File: config.mk
export PLATFORM = sky130hd
export DESIGN_NAME = frame_rate_quality_governor_unit
export DESIGN_NICKNAME = d
export VERILOG_FILES = /design/src/hw/rtl/frqg_pkg.sv /design/src/hw/rtl/frqg_interval.sv /design/src/hw/rtl/frqg_avg.sv /design/src/hw/rtl/frqg_decide.sv /design/src/hw/rtl/frame_rate_quality_governor_unit.sv
export SDC_FILE = /design/constraint.sdc
export NUM_CORES = 2
export LEC_CHECK = 0
export ABC_AREA = 1
export BUFFER_PORTS_ARGS = -buffer_cell sky130_fd_sc_hd__buf_2
export CORE_MARGIN = 10
export CORE_UTILIZATION = 35
export DETAILED_ROUTE_END_ITERATION = 6
export HOLD_SLACK_MARGIN = 0.03
export SLEW_MARGIN = 10
export SYNTH_ARGS = -nofsm -noshare
export SYNTH_HDL_FRONTEND = slang
export SYNTH_SLANG_ARGS = --single-unit
File: constraint.sdc
create_clock -name clk -period 11.37 [get_ports clk]
set_input_delay 1.137 -clock clk [delete_from_list [all_inputs] [get_ports clk]]
set_output_delay 1.137 -clock clk [all_outputs]
set_load 0.005 [all_outputs]
File: src/hw/rtl/frqg_pkg.sv
// Shared constants, types and the average update function for the frame rate governor.
`timescale 1ns / 1ps
`default_nettype none

package frqg_pkg;

  localparam int unsigned AvgW    = 26;
  localparam int unsigned SampleW = 18;
  localparam int unsigned WeightW = 13;
  localparam int unsigned DwellW  = 8;
  localparam int unsigned CountW  = 2;
  localparam int unsigned ElapsedW = 32;
  localparam int unsigned TimeW   = 64;
  localparam int unsigned CfgIdxW = 3;
  localparam int unsigned CfgDataW = 26;

  // a sample counts only when it is in (0, SampleCeiling]
  localparam logic [SampleW-1:0] SampleCeiling = 18'd250000;

  localparam logic [WeightW-1:0] DeltaWeight = 13'd3277;
  localparam logic [WeightW-1:0] GpuWeight   = 13'd6554;

  localparam logic [AvgW-1:0]   FastPeriodReset  = 26'd2327272;
  localparam logic [AvgW-1:0]   MidPeriodReset   = 26'd3200000;
  localparam logic [AvgW-1:0]   GpuFastReset     = 26'd1920000;
  localparam logic [AvgW-1:0]   GpuMidReset      = 26'd2816000;
  localparam logic [AvgW-1:0]   GpuOverloadReset = 26'd8448000;
  localparam logic [DwellW-1:0] DownDwellReset   = 8'd30;
  localparam logic [DwellW-1:0] UpDwellReset     = 8'd180;
  localparam logic [CountW-1:0] InitSamplesReset = 2'd1;

  typedef enum logic [CfgIdxW-1:0] {
    REG_FAST_PERIOD  = 3'd0,
    REG_MID_PERIOD   = 3'd1,
    REG_GPU_FAST     = 3'd2,
    REG_GPU_MID      = 3'd3,
    REG_GPU_OVERLOAD = 3'd4,
    REG_DOWN_DWELL   = 3'd5,
    REG_UP_DWELL     = 3'd6,
    REG_INIT_SAMPLES = 3'd7
  } cfg_reg_t;

  // limits used by the decision stage
  typedef struct packed {
    logic [AvgW-1:0]   fast_period;
    logic [AvgW-1:0]   mid_period;
    logic [AvgW-1:0]   gpu_fast;
    logic [AvgW-1:0]   gpu_mid;
    logic [AvgW-1:0]   gpu_overload;
    logic [DwellW-1:0] down_dwell;
    logic [DwellW-1:0] up_dwell;
  } cfg_t;

  // interval stage to average stage
  typedef struct packed {
    logic [ElapsedW-1:0] elapsed;
    logic                delta_ok;
    logic [SampleW-1:0]  gpu_sample;
    logic                gpu_ok;
  } s1_t;

  // avg' = avg + round(((s << 8) - avg) * w / 65536), which equals
  // (avg*(65536-w) + (s<<8)*w + 32768) >> 16. Empty average is seeded.
  function automatic logic [AvgW-1:0] ema_step(input logic [AvgW-1:0]    avg,
                                               input logic [SampleW-1:0] sample,
                                               input logic [WeightW-1:0] weight);
    logic [AvgW-1:0]        scaled;
    logic signed [AvgW:0]   diff;
    logic signed [AvgW+WeightW+1:0] prod;
    logic signed [AvgW+WeightW+1:0] step;
    logic [AvgW:0]          sum;
    scaled = {sample, 8'd0};
    diff   = $signed({1'b0, scaled}) - $signed({1'b0, avg});
    prod   = diff * $signed({1'b0, weight});
    step   = (prod + (AvgW+WeightW+2)'(32768)) >>> 16;
    sum    = {1'b0, avg} + step[AvgW:0];
    if (avg == '0) begin
      return scaled;
    end
    return sum[AvgW-1:0];
  endfunction

endpackage

`default_nettype wire

File: src/hw/rtl/frqg_interval.sv
// Interval stage: elapsed time since the previous frame and sample qualification.
`timescale 1ns / 1ps
`default_nettype none

module frqg_interval (
  input  wire logic                              clk,
  input  wire logic                              rst_n,
  input  wire logic                              advance,
  input  wire logic                              in_valid,
  input  wire logic [frqg_pkg::TimeW-1:0]        now_us,
  input  wire logic [frqg_pkg::ElapsedW-1:0]     gpu_frame_us,
  output logic                                   s1_valid,
  output frqg_pkg::s1_t                          s1
);

  logic [frqg_pkg::TimeW-1:0]    last_time_r;
  logic                          time_seen_r;
  logic                          s1_valid_r;
  frqg_pkg::s1_t                 s1_r;
  frqg_pkg::s1_t                 s1_nxt;
  logic [frqg_pkg::TimeW-1:0]    diff;
  logic [frqg_pkg::ElapsedW-1:0] elapsed;

  always_comb begin
    diff = now_us - last_time_r;
    elapsed = '0;
    if (time_seen_r && (now_us >= last_time_r)) begin
      elapsed = (diff[frqg_pkg::TimeW-1:frqg_pkg::ElapsedW] != '0) ? '1
                                                               : diff[frqg_pkg::ElapsedW-1:0];
    end
    s1_nxt.elapsed    = elapsed;
    s1_nxt.delta_ok   = (elapsed != '0) &&
                        (elapsed <= frqg_pkg::ElapsedW'(frqg_pkg::SampleCeiling));
    s1_nxt.gpu_sample = gpu_frame_us[frqg_pkg::SampleW-1:0];
    s1_nxt.gpu_ok     = (gpu_frame_us != '0) &&
                        (gpu_frame_us <= frqg_pkg::ElapsedW'(frqg_pkg::SampleCeiling));
  end

  always_ff @(posedge clk) begin
    if (!rst_n) begin
      last_time_r <= '0;
      time_seen_r <= 1'b0;
      s1_valid_r  <= 1'b0;
    end else if (advance) begin
      s1_valid_r <= in_valid;
      if (in_valid) begin
        last_time_r <= now_us;
        time_seen_r <= 1'b1;
      end
    end
  end

  always_ff @(posedge clk) begin
    if (advance && in_valid) begin
      s1_r <= s1_nxt;
    end
  end

  assign s1_valid = s1_valid_r;
  assign s1       = s1_r;

endmodule

`default_nettype wire

File: src/hw/rtl/frqg_avg.sv
// Average stage: frame interval and GPU time moving averages.
`timescale 1ns / 1ps
`default_nettype none

module frqg_avg (
  input  wire logic                          clk,
  input  wire logic                          rst_n,
  input  wire logic                          advance,
  input  wire logic                          s1_valid,
  input  wire frqg_pkg::s1_t                 s1,
  output logic                               s2_valid,
  output logic [frqg_pkg::ElapsedW-1:0]      s2_elapsed,
  output logic [frqg_pkg::AvgW-1:0]          delta_avg,
  output logic [frqg_pkg::AvgW-1:0]          gpu_avg
);

  logic                          s2_valid_r;
  logic [frqg_pkg::ElapsedW-1:0] s2_elapsed_r;
  logic [frqg_pkg::AvgW-1:0]     delta_avg_r;
  logic [frqg_pkg::AvgW-1:0]     gpu_avg_r;
  logic [frqg_pkg::AvgW-1:0]     delta_avg_nxt;
  logic [frqg_pkg::AvgW-1:0]     gpu_avg_nxt;

  always_comb begin
    delta_avg_nxt = frqg_pkg::ema_step(delta_avg_r, s1.elapsed[frqg_pkg::SampleW-1:0],
                                       frqg_pkg::DeltaWeight);
    gpu_avg_nxt   = frqg_pkg::ema_step(gpu_avg_r, s1.gpu_sample, frqg_pkg::GpuWeight);
  end

  always_ff @(posedge clk) begin
    if (!rst_n) begin
      s2_valid_r  <= 1'b0;
      delta_avg_r <= '0;
      gpu_avg_r   <= '0;
    end else if (advance) begin
      s2_valid_r <= s1_valid;
      if (s1_valid && s1.delta_ok) begin
        delta_avg_r <= delta_avg_nxt;
      end
      if (s1_valid && s1.gpu_ok) begin
        gpu_avg_r <= gpu_avg_nxt;
      end
    end
  end

  always_ff @(posedge clk) begin
    if (advance && s1_valid) begin
      s2_elapsed_r <= s1.elapsed;
    end
  end

  assign s2_valid   = s2_valid_r;
  assign s2_elapsed = s2_elapsed_r;
  assign delta_avg  = delta_avg_r;
  assign gpu_avg    = gpu_avg_r;

endmodule

`default_nettype wire

File: src/hw/rtl/frqg_decide.sv
// Decision stage: desired sample count, dwell tracking and the result register.
`timescale 1ns / 1ps
`default_nettype none

module frqg_decide (
  input  wire logic                          clk,
  input  wire logic                          rst_n,
  input  wire logic                          advance,
  input  wire frqg_pkg::cfg_t                cfg,
  input  wire logic                          init_load,
  input  wire logic [frqg_pkg::CountW-1:0]   init_value,
  input  wire logic                          s2_valid,
  input  wire logic [frqg_pkg::ElapsedW-1:0] s2_elapsed,
  input  wire logic [frqg_pkg::AvgW-1:0]     delta_avg,
  input  wire logic [frqg_pkg::AvgW-1:0]     gpu_avg,
  output logic                               out_valid,
  output logic [frqg_pkg::ElapsedW-1:0]      out_elapsed,
  output logic [frqg_pkg::CountW-1:0]        out_samples,
  output logic                               out_changed
);

  logic [frqg_pkg::CountW-1:0]   cand_r, cand_nxt;
  logic [frqg_pkg::DwellW-1:0]   frames_r, frames_nxt;
  logic [frqg_pkg::CountW-1:0]   active_r, active_nxt;
  logic                          changed_nxt;
  logic [frqg_pkg::CountW-1:0]   desired;
  logic [frqg_pkg::DwellW-1:0]   dwell;
  logic                          out_valid_r;
  logic [frqg_pkg::ElapsedW-1:0] out_elapsed_r;
  logic                          out_changed_r;

  always_comb begin
    cand_nxt    = cand_r;
    frames_nxt  = frames_r;
    active_nxt  = active_r;
    changed_nxt = 1'b0;
    desired     = 2'd1;
    if ((delta_avg <= cfg.fast_period) && ((gpu_avg == '0) || (gpu_avg <= cfg.gpu_fast))) begin
      desired = 2'd3;
    end else if ((delta_avg <= cfg.mid_period) &&
                 ((gpu_avg == '0) || (gpu_avg <= cfg.gpu_mid))) begin
      desired = 2'd2;
    end else if (gpu_avg >= cfg.gpu_overload) begin
      desired = 2'd0;
    end
    dwell = (desired < active_r) ? cfg.down_dwell : cfg.up_dwell;
    if (delta_avg != '0) begin
      if (desired != cand_r) begin
        cand_nxt   = desired;
        frames_nxt = 8'd1;
      end else if (frames_r != '1) begin
        frames_nxt = frames_r + 8'd1;
      end
      if ((desired != active_r) && (frames_nxt >= dwell)) begin
        active_nxt  = desired;
        frames_nxt  = '0;
        changed_nxt = 1'b1;
      end
    end
  end

  always_ff @(posedge clk) begin
    if (!rst_n) begin
      cand_r      <= frqg_pkg::InitSamplesReset;
      frames_r    <= '0;
      active_r    <= frqg_pkg::InitSamplesReset;
      out_valid_r <= 1'b0;
    end else if (init_load) begin
      cand_r   <= init_value;
      frames_r <= '0;
      active_r <= init_value;
    end else if (advance) begin
      out_valid_r <= s2_valid;
      if (s2_valid) begin
        cand_r   <= cand_nxt;
        frames_r <= frames_nxt;
        active_r <= active_nxt;
      end
    end
  end

  always_ff @(posedge clk) begin
    if (advance && s2_valid) begin
      out_elapsed_r <= s2_elapsed;
      out_changed_r <= changed_nxt;
    end
  end

  assign out_valid   = out_valid_r;
  assign out_elapsed = out_elapsed_r;
  assign out_samples = active_r;
  assign out_changed = out_changed_r;

endmodule

`default_nettype wire

File: src/hw/rtl/frame_rate_quality_governor_unit.sv
// Top level of the frame rate quality governor: config registers and the three-stage pipe.
//
//  channel | dir | handshake              | payload
//  --------+-----+------------------------+-------------------------------------------
//  in_     | in  | in_tvalid / in_tready   | tdata: now_us[63:0], gpu_frame_us[95:64]
//  out_    | out | out_tvalid / out_tready | tdata: elapsed_us[31:0],
//          |     |                        |   interpolation_samples[33:32],
//          |     |                        |   samples_changed[34], zero [39:35]
//  cfg_    | in  | cfg_we                 | cfg_addr register index, cfg_wdata value
//
// One item per cycle sustained while the result side keeps taking items; an item that is
// taken passes through the interval register, then the average register, then the
// decision/result register, which drives out_tvalid and from which it leaves.
// Each stage carries its own state, so items follow back to back without forwarding.
// The whole pipe moves together: it advances whenever the result register is empty
// or being taken, and in_tready is that same advance condition.
// rst_n (synchronous) empties the pipe, clears timestamps and averages, reloads the
// register defaults and sets the sample count to the default initial value.
// Writing initial_samples reloads the count in effect and the candidate.
`timescale 1ns / 1ps
`default_nettype none

module frame_rate_quality_governor_unit (
  input  wire logic                              clk,
  input  wire logic                              rst_n,
  input  wire logic                              in_tvalid,
  output logic                                   in_tready,
  input  wire logic [95:0]                       in_tdata,   // now_us, gpu_frame_us
  output logic                                   out_tvalid,
  input  wire logic                              out_tready,
  output logic [39:0]                            out_tdata,  // elapsed_us, interpolation_samples,
                                                             // samples_changed, pad
  input  wire logic                              cfg_we,
  input  wire logic [frqg_pkg::CfgIdxW-1:0]      cfg_addr,
  input  wire logic [frqg_pkg::CfgDataW-1:0]     cfg_wdata
);

  frqg_pkg::cfg_t                cfg_r;
  logic [frqg_pkg::CountW-1:0]   init_samples_r;
  logic                          init_load;
  logic                          advance;
  logic                          s1_valid;
  frqg_pkg::s1_t                 s1;
  logic                          s2_valid;
  logic [frqg_pkg::ElapsedW-1:0] s2_elapsed;
  logic [frqg_pkg::AvgW-1:0]     delta_avg;
  logic [frqg_pkg::AvgW-1:0]     gpu_avg;
  logic [frqg_pkg::ElapsedW-1:0] out_elapsed;
  logic [frqg_pkg::CountW-1:0]   out_samples;
  logic                          out_changed;

  // whole pipe steps when the result slot is free or draining
  assign advance   = !out_tvalid || out_tready;
  assign in_tready = advance;

  assign init_load = cfg_we && (frqg_pkg::cfg_reg_t'(cfg_addr) == frqg_pkg::REG_INIT_SAMPLES);

  // register file; the user must write it only while the pipe is idle (not enforced here)
  always_ff @(posedge clk) begin
    if (!rst_n) begin
      cfg_r.fast_period  <= frqg_pkg::FastPeriodReset;
      cfg_r.mid_period   <= frqg_pkg::MidPeriodReset;
      cfg_r.gpu_fast     <= frqg_pkg::GpuFastReset;
      cfg_r.gpu_mid      <= frqg_pkg::GpuMidReset;
      cfg_r.gpu_overload <= frqg_pkg::GpuOverloadReset;
      cfg_r.down_dwell   <= frqg_pkg::DownDwellReset;
      cfg_r.up_dwell     <= frqg_pkg::UpDwellReset;
      init_samples_r     <= frqg_pkg::InitSamplesReset;
    end else if (cfg_we) begin
      unique case (frqg_pkg::cfg_reg_t'(cfg_addr))
        frqg_pkg::REG_FAST_PERIOD:  cfg_r.fast_period  <= cfg_wdata;
        frqg_pkg::REG_MID_PERIOD:   cfg_r.mid_period   <= cfg_wdata;
        frqg_pkg::REG_GPU_FAST:     cfg_r.gpu_fast     <= cfg_wdata;
        frqg_pkg::REG_GPU_MID:      cfg_r.gpu_mid      <= cfg_wdata;
        frqg_pkg::REG_GPU_OVERLOAD: cfg_r.gpu_overload <= cfg_wdata;
        frqg_pkg::REG_DOWN_DWELL:   cfg_r.down_dwell   <= cfg_wdata[frqg_pkg::DwellW-1:0];
        frqg_pkg::REG_UP_DWELL:     cfg_r.up_dwell     <= cfg_wdata[frqg_pkg::DwellW-1:0];
        frqg_pkg::REG_INIT_SAMPLES: init_samples_r     <= cfg_wdata[frqg_pkg::CountW-1:0];
        default: ;
      endcase
    end
  end

  frqg_interval u_interval (
    .clk          (clk),
    .rst_n        (rst_n),
    .advance      (advance),
    .in_valid     (in_tvalid),
    .now_us       (in_tdata[63:0]),
    .gpu_frame_us (in_tdata[95:64]),
    .s1_valid     (s1_valid),
    .s1           (s1)
  );

  frqg_avg u_avg (
    .clk        (clk),
    .rst_n      (rst_n),
    .advance    (advance),
    .s1_valid   (s1_valid),
    .s1         (s1),
    .s2_valid   (s2_valid),
    .s2_elapsed (s2_elapsed),
    .delta_avg  (delta_avg),
    .gpu_avg    (gpu_avg)
  );

  // init_samples_r only feeds the decision stage through the load value below;
  // the stage reloads on the same edge the register is written
  frqg_decide u_decide (
    .clk         (clk),
    .rst_n       (rst_n),
    .advance     (advance),
    .cfg         (cfg_r),
    .init_load   (init_load),
    .init_value  (init_load ? cfg_wdata[frqg_pkg::CountW-1:0] : init_samples_r),
    .s2_valid    (s2_valid),
    .s2_elapsed  (s2_elapsed),
    .delta_avg   (delta_avg),
    .gpu_avg     (gpu_avg),
    .out_valid   (out_tvalid),
    .out_elapsed (out_elapsed),
    .out_samples (out_samples),
    .out_changed (out_changed)
  );

  assign out_tdata = {5'd0, out_changed, out_samples, out_elapsed};

endmodule

`default_nettype wire

-- After elaboration in Yosys (flattened, before gate mapping)
Cells that the tools add are included.
- add/subtract/negate cells: 8
- multipliers: 2
- magnitude comparators: 10
- equality and inequality tests: 10
- mux-type cells: 27
- bitwise gates (word level): 2
- reduce and logical (&&, ||, !) cells: 43
- operators with widths (cell ; number):
    26-bit less-or-equal comparator ; 4
    26-bit two-way mux ; 4
    32-bit nonzero test ; 3
    27-bit by 13-bit multiplier with 40-bit output (second input constant) ; 2
    64-bit >= comparator ; 1
    32-bit by 18-bit less-or-equal comparator with 1-bit output (second input constant) ; 2
    32-bit two-way mux ; 2
    64-bit subtractor ; 1
    26-bit by 26-bit subtractor with 27-bit output ; 2
    26-bit adder ; 2
    26-bit zero test ; 2
    40-bit by 17-bit adder with 41-bit output (second input constant) ; 1
    41-bit by 17-bit adder with 41-bit output (second input constant) ; 1
    8-bit two-way mux ; 5
    26-bit >= comparator ; 1
    26-bit nonzero test ; 1
    2-bit two-way mux ; 12
    2-bit AND reduction ; 11
    3-bit == test (second input constant) ; 4
    1-bit logical AND ; 12
    2-bit nonzero test ; 5
    8-bit by 1-bit adder with 8-bit output (second input constant) ; 1
    8-bit >= comparator ; 1
    8-bit inequality test (second input constant) ; 1
    other kinds (12) ; 21
- bits in registers: 395
- logic and storage cells: 126

-- Logic depth before layout (Yosys ltp)
- word-level depth: 15
- depth in mapped cells: 57
- depth with buffers taken out: 57

-- Cells and area by module
From an unflattened synthesis, not the netlist that was laid out.
- cell total of the unflattened synthesis: 6549
- area, all modules: 44554.0 µm²
- modules (own cells, without submodules) (module ; instances ; cells an instance ; area each (µm²) ; seq. area each (µm²)):
    frqg_avg ; 1 ; 2910 ; 21475.6 ; 2021.9
    frqg_interval ; 1 ; 1989 ; 11300.8 ; 2882.8
    frqg_decide ; 1 ; 838 ; 6002.0 ; 1251.2
    frame_rate_quality_governor_unit ; 1 ; 812 ; 5775.5 ; 2962.8

-- Worst setup path after synthesis
Ideal clock, no wire load.
- path type: reg-to-reg
- start: register u_avg.gpu_avg_r (netlist bit u_avg.gpu_avg[8])
- end: register u_avg.gpu_avg_r (netlist bit u_avg.gpu_avg[23])
- library setup time: 0.132 ns
- data arrival time: 8.348 ns
- required time: 11.238 ns
- path slack: 2.890 ns
- stages on the path, launching flop included: 50
- clock period less this slack: 8.480 ns
- cell sequence: dfxtp_1 -> inv_1 -> ha_1 -> inv_1 -> nor2_1 -> a21oi_1 -> o21ai_0 -> nand3_1 -> nand2_1 -> a21oi_1 -> inv_1 -> a21oi_1 -> o21ai_0 -> xor2_1 -> inv_1 -> ha_1 -> inv_1 -> fa_1 -> [14 not listed] -> nor2_1 -> inv_1 -> nor4_2 -> nand3_1 -> xor2_1 -> inv_1 -> ha_1 -> nand2_1 -> nor4_1 -> nand4_1 -> nand3_1 -> nand3_1 -> nand2_1 -> a31oi_1 -> xor2_1 -> nand2_1 -> o211ai_1 -> a21oi_1
- cells in the longest elaborated chain, start to end: 5
- ends and longest elaborated chain (what ; RTL line ; RTL):
    start, declared ; frqg_avg.sv:20 ; logic [frqg_pkg::AvgW-1:0] gpu_avg_r;
    start signal, assigned ; frqg_avg.sv:41 ; gpu_avg_r <= gpu_avg_nxt;
    26-bit by 26-bit subtractor with 27-bit output ; frqg_pkg.sv:73 ; diff = $signed({1'b0, scaled}) - $signed({1'b0, avg});
    27-bit by 13-bit multiplier with 40-bit output ; frqg_pkg.sv:74 ; prod = diff * $signed({1'b0, weight});
    41-bit by 17-bit adder with 41-bit output ; frqg_pkg.sv:75 ; step = (prod + (AvgW+WeightW+2)'(32768)) >>> 16;
    26-bit adder ; frqg_pkg.sv:76 ; sum = {1'b0, avg} + step[AvgW:0];
    26-bit two-way mux (*) ; frqg_pkg.sv:80 ; return sum[AvgW-1:0];
Every way passes the cells marked *; elsewhere a longest branch is shown, timed or not.
A chain may end at the register's enable or synchronous reset.

-- Worst setup path after layout
- start: register u_avg.gpu_avg_r (netlist bit u_avg.gpu_avg[0])
- end: register u_avg.gpu_avg_r (netlist bit u_avg.gpu_avg[23])
Same word-level chain as after synthesis.

==> reports/results.ini <==
[setup_path]
endpoint_kind = flop
rr_endpoint = u_avg.gpu_avg[23]$_SDFFE_PN0P_
critical_path_required_ns = 11.88
r2r_start = u_avg.gpu_avg[0]$_SDFFE_PN0P_
cpMostUsedCell = inv_1
rr_worst_depth = 54
crit_fanout = 10
cp-start-kind = flop
slowest_stage = xor2_1
max_stage_delay_ns = 0.56
rrSetupSlack_ns = 1.15
cp_data_arrival_time_ns = 10.72
worstSetupPathType = reg2reg

[yosys]
synth_xor_area_share_pct = 3.93
async_flop_share_pct = 0
synth_top_area_share_pct = 16.2
synth_edf_count = 117
ys_types = 68
yosysSeqAreaShare_pct = 21.5
yosysTopAreaCell = ha_1
muxShareOfSynthArea_pct = 0.337
synth_top_flop_cell = dfxtp_1
synthSimpleGateAreaFrac_pct = 21.2
synth_seq_cells = 395
synth.most_common_cell = nand2_1
netlist_area_mm2 = 0.0423
yosysWarnings = 0
yosys-top-cells-count = 1362 x nand2_1, 1273 x inv_1, 546 x ha_1
synth_fa_ha_area_share_pct = 27.1
synth_compound_area_share_pct = 13.5
synth_top_family_by_area = adder cells
netlist_instances = 5967
syn-mean-instance-area_um2 = 7.08
synth_area_leaders = ha_1 16%, dfxtp_1 13%, nand2_1 12%

[placed_design]
dpl.hpwl_um = 112000
gp_congestion = 0.938
io_buffer_count = 166
place_area_mm2 = 0.0449

[cts]
clock_path_buffers = 3
postCtsSetupBuffers = 0
cts-root-buf = clkbuf_16
tritoncts = done
numClockSinks = 395
cts-htree-levels = 2
clk_pin_slew_ns = 0.08
insertion_delay_ns = 0.67
cts_buffers = 51

[sta]
post-route-period-util_pct = 89.9
fmax_ghz = 0.0979
max_slew.worst_pin.slew_ns = 1.16
period_minus_slack_ns = 10.22
slew_headroom_pct = 22.3
setup_violations = 0
final.setup.tns_ns = 0
hold_viol_final = 0
rsz0062_at_grt = false
drv_slew = 0
fin_skew_ns = 0.0310

[final_layout]
fin_nets = 7020
finish.instance_area_mm2 = 0.0467
nFillCells = 12716
area_growth_pct = 10.5
drive_above_1_share_pct = 5.67

[die]
die_h_um = 368
die_w_um = 368
io_pins = 172
die_area_mm2 = 0.135
num_rows = 127
start_util_pct = 35.2
core_area_mm2 = 0.120

[hold_path]
hold_class = reg2reg
hold_depth = 0
min_from = u_avg.s2_elapsed[14]$_DFFE_PP_
hold_path_end = u_decide.out_elapsed[14]$_DFFE_PP_

[routing]
drt_iter0_drc = 2710
vias = 38174
first_pass_iters = 6
wl_per_cell_um = 17.2
wl_um = 134000
drc = 0
post_drt_via_cell_ratio = 4.91
ant_nets = 0

[global_route]
grt_max_degree = 116
gr-total-overflow = 0
grt.total_usage_pct = 19.3
grt_pass1_vias = 36989
antenna_found_initial = 6
grt_first_pass_wirelength_um = 210000

[run_status]
outcome = complete, no violations

[job]
maxCapViolCount = 0

-- timing repair --
action,CTS,global route
hold buffers,0,0
setup endpoints to repair,0,1
resized for setup,0,1
-- cell usage in the layout (no fill, tap or decap), types with 12 or more instances in the layout --
master        n
a211oi_1     13
a21oi_1     511
a31oi_1      22
buf_2       165
buf_4        22
clkbuf_16    52
dfxtp_1     278
edfxtp_1    117
fa_1        231
ha_1        546
inv_1      1271
mux2i_1      12
nand2_1    1361
nand3_1     204
nand4_1      67
nor2_1      375
nor2_2       20
nor3_1       59
nor4_1       26
o211ai_1     71
o21a_1       19
o21ai_0     315
o21bai_1     13
or2_2        12
xnor2_1      78
xor2_1      109
-- registers in the layout (all words and copies together) (netlist names), 8 cells and up --
| register | flops |
|---|---|
| cfg_r | 146 |
| u_decide.out_elapsed | 32 |
| u_interval.s1 | 52 |
| u_avg.s2_elapsed | 32 |
| u_avg.gpu_avg | 26 |
| u_avg.delta_avg | 26 |
| u_interval.last_time_r | 64 |
| u_decide.frames_r | 8 |
-- worst max-delay path by stage --
stage	startpoint	end	depth (start not counted)
floorplan	u_avg.gpu_avg[8]$_SDFFE_PN0P_	u_avg.gpu_avg[23]$_SDFFE_PN0P_	49
global placement	u_avg.gpu_avg[8]$_SDFFE_PN0P_	u_avg.gpu_avg[23]$_SDFFE_PN0P_	50
detailed placement	u_avg.gpu_avg[8]$_SDFFE_PN0P_	u_avg.gpu_avg[23]$_SDFFE_PN0P_	49
CTS	u_avg.gpu_avg[8]$_SDFFE_PN0P_	u_avg.gpu_avg[23]$_SDFFE_PN0P_	49
global route	u_avg.gpu_avg[8]$_SDFFE_PN0P_	u_avg.gpu_avg[23]$_SDFFE_PN0P_	50
finish	u_avg.gpu_avg[0]$_SDFFE_PN0P_	u_avg.gpu_avg[23]$_SDFFE_PN0P_	54
-- worst max-delay path, delay by kind of cell (launching register included) --
kind,cells,cell delay (ns)
XOR/XNOR,3,0.86
AND/OR/NAND/NOR,24,3.63
AO/OA/AOI/OAI,8,1.07
buffers and inverters,11,0.90
adder cells (fa/ha/maj),8,3.12
flip-flops,1,0.43
-- through the flow --
stage / util [%] / std cells / setup WS [ns] / hold WS [ns]
floorplan: - / 5971 / 2.89 / 0.400
global placement: 37.4 / 7672 / 1.35 / 0.403
detailed placement: 37.4 / 7672 / 1.19 / 0.405
CTS: 38.9 / 7767 / 1.14 / 0.380
global route: 38.9 / 7767 / 0.174 / 0.391
finish: 38.9 / 7769 / 1.15 / 0.394
-- layout make-up --
cell class | instances | area (µm²) | area share, %
antenna | 2 | 5.00 | 0.0107
clock inverter | 32 | 420 | 0.900
sequential | 395 | 9080 | 19.4
tap | 1612 | 2020 | 4.32
inverter | 1287 | 4830 | 10.3
multi-input combinational | 4190 | 28000 | 59.9
timing repair buffer | 188 | 1000 | 2.14
clock buffer | 63 | 1380 | 2.96
-- cells by family after synthesis --
| family | count (synthesis) |
|---|---|
| flops | 395 |
| xor+xnor | 189 |
| other cells | 1 |
| compound gates | 1037 |
| buf+inv | 1386 |
| fa+ha+maj | 777 |
| simple gates | 2168 |
| mux | 14 |
-- per-layer routing --
layer / share of wire (%) / routed length, µm / track usage (%)
met4: 1.9 / 2560 / 3.82
met3: 5.1 / 6870 / 2.40
met1: 48 / 63400 / 27.0
met5: 0 / 0 / 0
met2: 45 / 60700 / 31.8
Power is not shown: default switching activity piles up to over one toggle a cycle in this logic, so the estimate is an artifact.
